--- src/sos_pkg.sv ---
// Shared types and constants for the side overlap spotter.
// No dependencies; used by sos_geom and side_overlap_spotter_top.
package sos_pkg;

  // Item kinds on the input channel
  typedef enum logic [1:0] {
    KIND_START = 2'd0,
    KIND_OPP   = 2'd1,
    KIND_END   = 2'd2
  } kind_t;

  // Callout codes on the result channel
  typedef enum logic [1:0] {
    CALL_NONE  = 2'd0,
    CALL_THREE = 2'd1,
    CALL_LEFT  = 2'd2,
    CALL_RIGHT = 2'd3
  } call_t;

  // Configuration register indexes
  typedef enum logic [2:0] {
    CFG_ENGAGE_TIME   = 3'd0,
    CFG_CLEAR_HOLD    = 3'd1,
    CFG_REPEAT_COOL   = 3'd2,
    CFG_CALL_INTERVAL = 3'd3,
    CFG_MAX_DIST_SQ   = 3'd4,
    CFG_MIN_SPEED     = 3'd5,
    CFG_ENGAGE_LONG   = 3'd6,
    CFG_CLEAR_LONG    = 3'd7
  } cfg_idx_t;

  // Configuration reset values
  localparam logic [15:0] RST_ENGAGE_TIME   = 16'd180;
  localparam logic [15:0] RST_CLEAR_HOLD    = 16'd1500;
  localparam logic [15:0] RST_REPEAT_COOL   = 16'd8000;
  localparam logic [15:0] RST_CALL_INTERVAL = 16'd2500;
  localparam logic [31:0] RST_MAX_DIST_SQ   = 32'd4000000;
  localparam logic [11:0] RST_MIN_SPEED     = 12'd150;
  localparam logic [11:0] RST_ENGAGE_LONG   = 12'd400;
  localparam logic [11:0] RST_CLEAR_LONG    = 12'd540;

  // Rotated coordinates are Q14 cm
  localparam int ROT_W = 34;
  localparam int Q14 = 14;
  localparam int NEAR_LIMIT = 65535;

  localparam logic [ROT_W-1:0] ENG_LAT_MIN = ROT_W'(100 << Q14);
  localparam logic [ROT_W-1:0] ENG_LAT_MAX = ROT_W'(380 << Q14);
  localparam logic [ROT_W-1:0] CLR_LAT_MIN = ROT_W'(60 << Q14);
  localparam logic [ROT_W-1:0] CLR_LAT_MAX = ROT_W'(460 << Q14);

  // Side timer slots
  localparam int T_LACT = 0;
  localparam int T_RACT = 1;
  localparam int T_LCLR = 2;
  localparam int T_RCLR = 3;

  // Callout time slots
  localparam int C_ANY   = 0;
  localparam int C_LEFT  = 1;
  localparam int C_RIGHT = 2;
  localparam int C_THREE = 3;

  // Geometry of one opponent in the player frame
  typedef struct packed {
    logic [ROT_W-1:0] alon;
    logic [ROT_W-1:0] alat;
    logic             lat_neg;
    logic             lat_pos;
    logic             near;
  } geo_t;

endpackage

--- src/sos_geom.sv ---
// Opponent geometry pipeline: offset, rotation into the player frame, range check.
// Depends on sos_pkg. Four register stages, all advanced by adv.
module sos_geom #(
  parameter int POS_WIDTH = 24
) (
  input  logic                        clk,
  input  logic                        rst,
  input  logic                        adv,
  input  logic                        pose_load,
  input  logic signed [POS_WIDTH-1:0] pos_x,
  input  logic signed [POS_WIDTH-1:0] pos_z,
  input  logic signed [15:0]          heading_cos,
  input  logic signed [15:0]          heading_sin,
  input  logic [31:0]                 max_distance_sq,
  output sos_pkg::geo_t               geo
);
  import sos_pkg::*;

  localparam int DW = POS_WIDTH + 1;
  localparam logic signed [DW-1:0] FAR_POS = DW'(NEAR_LIMIT);
  localparam logic signed [DW-1:0] FAR_NEG = -FAR_POS;

  // player pose
  logic signed [POS_WIDTH-1:0] px;
  logic signed [POS_WIDTH-1:0] pz;
  logic signed [15:0]          pc;
  logic signed [15:0]          ps;

  logic signed [DW-1:0] dx;
  logic signed [DW-1:0] dz;
  logic        [DW-1:0] adx;
  logic        [DW-1:0] adz;
  logic                 far;

  // offset stage
  logic signed [16:0] b_dx;
  logic signed [16:0] b_dz;
  logic [15:0]        b_ax;
  logic [15:0]        b_az;
  logic               b_far;
  logic signed [15:0] b_cos;
  logic signed [15:0] b_sin;

  // product stage
  logic signed [32:0] c_xc;
  logic signed [32:0] c_zs;
  logic signed [32:0] c_xs;
  logic signed [32:0] c_zc;
  logic [31:0]        c_sqx;
  logic [31:0]        c_sqz;
  logic               c_far;

  // sum stage
  logic signed [ROT_W-1:0] d_lon;
  logic signed [ROT_W-1:0] d_lat;
  logic [32:0]             d_dist;
  logic                    d_far;

  always_comb begin
    dx  = $signed({pos_x[POS_WIDTH-1], pos_x}) - $signed({px[POS_WIDTH-1], px});
    dz  = $signed({pos_z[POS_WIDTH-1], pos_z}) - $signed({pz[POS_WIDTH-1], pz});
    adx = dx[DW-1] ? DW'(-dx) : DW'(dx);
    adz = dz[DW-1] ? DW'(-dz) : DW'(dz);
    far = (dx > FAR_POS) || (dx < FAR_NEG) || (dz > FAR_POS) || (dz < FAR_NEG);
  end

  always_ff @(posedge clk) begin
    if (rst) begin
      px <= '0;
      pz <= '0;
      pc <= '0;
      ps <= '0;
    end else if (pose_load) begin
      px <= pos_x;
      pz <= pos_z;
      pc <= heading_cos;
      ps <= heading_sin;
    end
  end

  always_ff @(posedge clk) begin
    if (adv) begin
      b_dx  <= dx[16:0];
      b_dz  <= dz[16:0];
      b_ax  <= adx[15:0];
      b_az  <= adz[15:0];
      b_far <= far;
      b_cos <= pc;
      b_sin <= ps;

      c_xc  <= b_dx * b_cos;
      c_zs  <= b_dz * b_sin;
      c_xs  <= b_dx * b_sin;
      c_zc  <= b_dz * b_cos;
      c_sqx <= b_ax * b_ax;
      c_sqz <= b_az * b_az;
      c_far <= b_far;

      d_lon  <= ROT_W'(c_xc) - ROT_W'(c_zs);
      d_lat  <= ROT_W'(c_xs) + ROT_W'(c_zc);
      d_dist <= {1'b0, c_sqx} + {1'b0, c_sqz};
      d_far  <= c_far;

      geo.alon    <= d_lon[ROT_W-1] ? ROT_W'(-d_lon) : ROT_W'(d_lon);
      geo.alat    <= d_lat[ROT_W-1] ? ROT_W'(-d_lat) : ROT_W'(d_lat);
      geo.lat_neg <= d_lat[ROT_W-1];
      geo.lat_pos <= !d_lat[ROT_W-1] && (d_lat != '0);
      geo.near    <= !d_far && (d_dist <= {1'b0, max_distance_sq});
    end
  end

endmodule
--- config.mk ---
export PLATFORM = sky130hd
export DESIGN_NAME = sos_geom
export DESIGN_NICKNAME = d
export VERILOG_FILES = /design/src/sos_pkg.sv /design/src/sos_geom.sv
export SDC_FILE = /design/constraint.sdc
export NUM_CORES = 2
export LEC_CHECK = 0
export BUFFER_PORTS_ARGS = -buffer_cell sky130_fd_sc_hd__buf_4
export CAP_MARGIN = 0
export CELL_PAD_IN_SITES_DETAIL_PLACEMENT = 1
export CELL_PAD_IN_SITES_GLOBAL_PLACEMENT = 1
export CORE_ASPECT_RATIO = 0.6
export CORE_MARGIN = 4
export CORE_UTILIZATION = 40
export CTS_CLUSTER_SIZE = 16
export DETAILED_ROUTE_END_ITERATION = 8
export PLACE_DENSITY_LB_ADDON = 0.2
export SLEW_MARGIN = 0
export SYNTH_ARGS = -nofsm -noshare
export SYNTH_HDL_FRONTEND = slang
export SYNTH_SLANG_ARGS = --single-unit
--- constraint.sdc ---
create_clock -name clk -period 14.77 [get_ports clk]
set_input_delay 0.7385 -clock clk [delete_from_list [all_inputs] [get_ports clk]]
set_output_delay 0.7385 -clock clk [all_outputs]
set_load 0.02 [all_outputs]
==> run summary <==
clock sinks -> 545
CTS H-tree lvls -> 3
total routed wirelength -> 239 mm
layout cells sized above 1 -> 5.20%
Hold EP -> ps[6]
relative slew slack -> 22.1%
DIE AREA -> 212,000 um2
type of the most critical hold path -> primary input to flop
Top Family by Delay on Critical Path -> adder cells
Mean Syn Cell Area -> 9.88 um2
simple-gate share of the synthesized area -> 13.1%
xor-xnor portion of the synthesized cell area -> 4.42%
ANT nets after route -> 0
most common cell after layout, fill and taps aside -> inv_1
largest family of logic cells by synthesized area -> adder cells
most frequent cells in the layout -> inv_1 (1,826), fa_1 (1,436), nand2_1 (776)
EDFF count, synth -> 465
Setup Crit Path Kind -> flop to flop
vias in the first global route -> 62,845
RSZ-0062 raised after global routing -> no
Sequential Area -> 15,600 um2
router iterations before antenna repair -> 6
Hold Crit Start -> heading_sin[6]
period utilization -> 55.6%
first-pass GRT wire length -> 379 mm
Clock Latency Late Sink -> 710 ps
Congestion Overflow GR -> 0
Most common cell on crit path -> fa_1
Worst-path clk slew -> 70 ps
reg2reg end -> c_sqx[30]
CTS tree -> yes
Buf+Inv Stages, Crit Path -> 6
Seq/Total Area, Yosys -> 19.1%
post-CTS setup buffers -> 0
row count -> 128
Worst setup SP type -> flop
Max Fclk -> 122 MHz
Worst EP required -> 15,300 ps
Slew Viols, Final -> 0
crit path time final -> 8210 ps
Avg WL per Cell -> 21.4 um
hpwl dp -> 189 mm
DRC -> 0
Compound-Gate Fraction of Synth Area -> 6.44%
Die Ht -> 358 um
Layout area overhead -> 8.46%
Post-Synthesis Cells -> 8,259
Die W -> 591 um
detailed router's first-iteration violation count -> 3,600
fillcell total -> 22,762
vias per cell -> 5.12
Hold Crit Depth -> 3
crit path max fanout -> 39
Total GRT Usage -> 23.1%
R2R Path Start -> b_dx[0]
worst-margin pin slew -> 1170 ps
root buf cell -> clkbuf_16
CP Capture Type -> flop
core area -> 203,000 um2
Max stage delay on crit path -> 690 ps
ys async rst share -> 0%
hold_buf cts -> 0
Cell variety after synth -> 92
Synth Area in Adders -> 46.2%
Ys Warns -> 0
CTS max path bufs -> 3
Netlist Area Pre-Place -> 81,600 um2
slowest CP cell -> clkinv_1
initial core utilization -> 40.2%
largest net degree at the start of global routing -> 87
# port buffers -> 186
status -> complete, no violations
Finish-stage setup viols -> 0
CTS-repair resized insts -> 0
Sum Neg Setup Slack -> 0 ps
Top FF cell, synth -> edfxtp_1
syn_nets -> 10,530
area of the multi-input gates -> 58,200 um2
Worst R2R Path Depth -> 25
post-synthesis mux area share -> 1.03%
via count -> 56,985
setup slack, reg-to-reg -> 6560 ps
initial antenna violation count -> 6
CTS Buf Count -> 70
Layout Nets -> 10,601
gp weighted congestion -> 0.857
max-capacitance violation count -> 0
Final Hold Viols -> 0
register bit total from synthesis -> 545
Worst Skew -> 40.2 ps
CP Data Arrival Time -> 8730 ps
IO Count -> 187
==> through the flow <==
step	util [%]	instances	hold WS [ps]	worst slack, ps	cell area [um2]
finish	43.6	11122	266	6560	88500
global route	43.6	11118	262	6200	88500
CTS	43.6	11118	214	6540	88500
detailed placement	42.4	10988	405	6610	86100
global placement	42.4	10988	408	6770	86100
floorplan	-	8259	400	8030	81600
==> cells by family after synthesis <==
family          count (synthesis)
compound gates                786
xor+xnor                      412
fa+ha+maj                    2155
buf+inv                      2102
flops                         545
mux                            84
simple gates                 2175
==> worst max path at each step <==
stage | start | to | slack (ps) | depth (start not counted)
final | b_dx[0] | c_sqx[30] | 6560 | 25
after CTS | b_dx[0] | c_sqx[30] | 6540 | 25
after global placement | b_dx[0] | c_sqx[30] | 6770 | 25
after floorplan | b_ax[1] | c_sqx[30] | 8030 | 24
after detailed placement | b_dx[0] | c_sqx[30] | 6610 | 25
after global routing | b_dx[0] | c_sqx[30] | 6200 | 25
==> flip-flops by register name, summed over array words and instances, names as in the netlist, 15 cells and up <==
name / count
geo: 71
c_zs: 33
pc: 16
ps: 16
b_dz: 17
b_sin: 16
px: 24
b_dx: 17
c_xs: 33
c_sqx: 31
pz: 24
c_sqz: 31
b_ax: 15
d_lon: 34
b_az: 15
b_cos: 16
d_dist: 33
d_lat: 34
c_zc: 33
c_xc: 33
==> Yosys cell counts, drive strengths merged (25+ instances only) <==
library cell / number / area (um2)
o21bai: 25 / 188
dfxtp: 80 / 1600
or3: 39 / 269
edfxtp: 465 / 14000
xnor2: 320 / 2800
o31ai: 32 / 264
fa: 1436 / 28700
nand2: 776 / 2910
nor2b: 43 / 269
mux2i: 81 / 811
and3: 32 / 200
ha: 719 / 9000
a21oi: 220 / 1100
o21ai: 137 / 689
inv: 1827 / 6860
and2: 608 / 3800
a211oi: 25 / 193
a21o: 110 / 826
clkbuf: 263 / 987
nand2b: 63 / 402
nor3: 82 / 415
xor2: 92 / 806
a31oi: 25 / 156
nand3: 65 / 325
o21a: 71 / 533
nor2: 358 / 1340
==> routing by layer <==
metal  track usage (%)  wire length [um]
met3              3.79             15100
met2              33.0             97300
met5                 0                 0
met4              3.50              3360
met1              37.0            123000
==> layout make-up <==
cell class / count / area share, %
clock buffer: 86 / 2.06
inverter: 1830 / 7.76
tap: 2730 / 3.86
clock inverter: 44 / 0.701
sequential: 545 / 17.6
multi-input combinational: 5612 / 65.7
antenna: 4 / 0.0113
timing repair buffer: 271 / 2.31
==> worst register-to-register path, stage by stage (launching register included) <==
cell and delay, ps:
edfxtp_1 460, buf_4 570, clkinv_1 700, nor2_1 460
fa_1 230, inv_1 50, fa_1 350, inv_1 80
fa_1 440, fa_1 460, fa_1 530, inv_1 50
fa_1 480, inv_1 50, ha_1 360, a21o_1 190
a21o_1 170, a21oi_1 310, o21a_1 180, o41ai_1 150
a41oi_1 350, a211o_1 200, o211ai_1 130, o41ai_1 470
or4b_1 480, o211ai_1 110
Power is not shown: default switching activity piles up to over one toggle a cycle in this logic, so the estimate is an artifact.
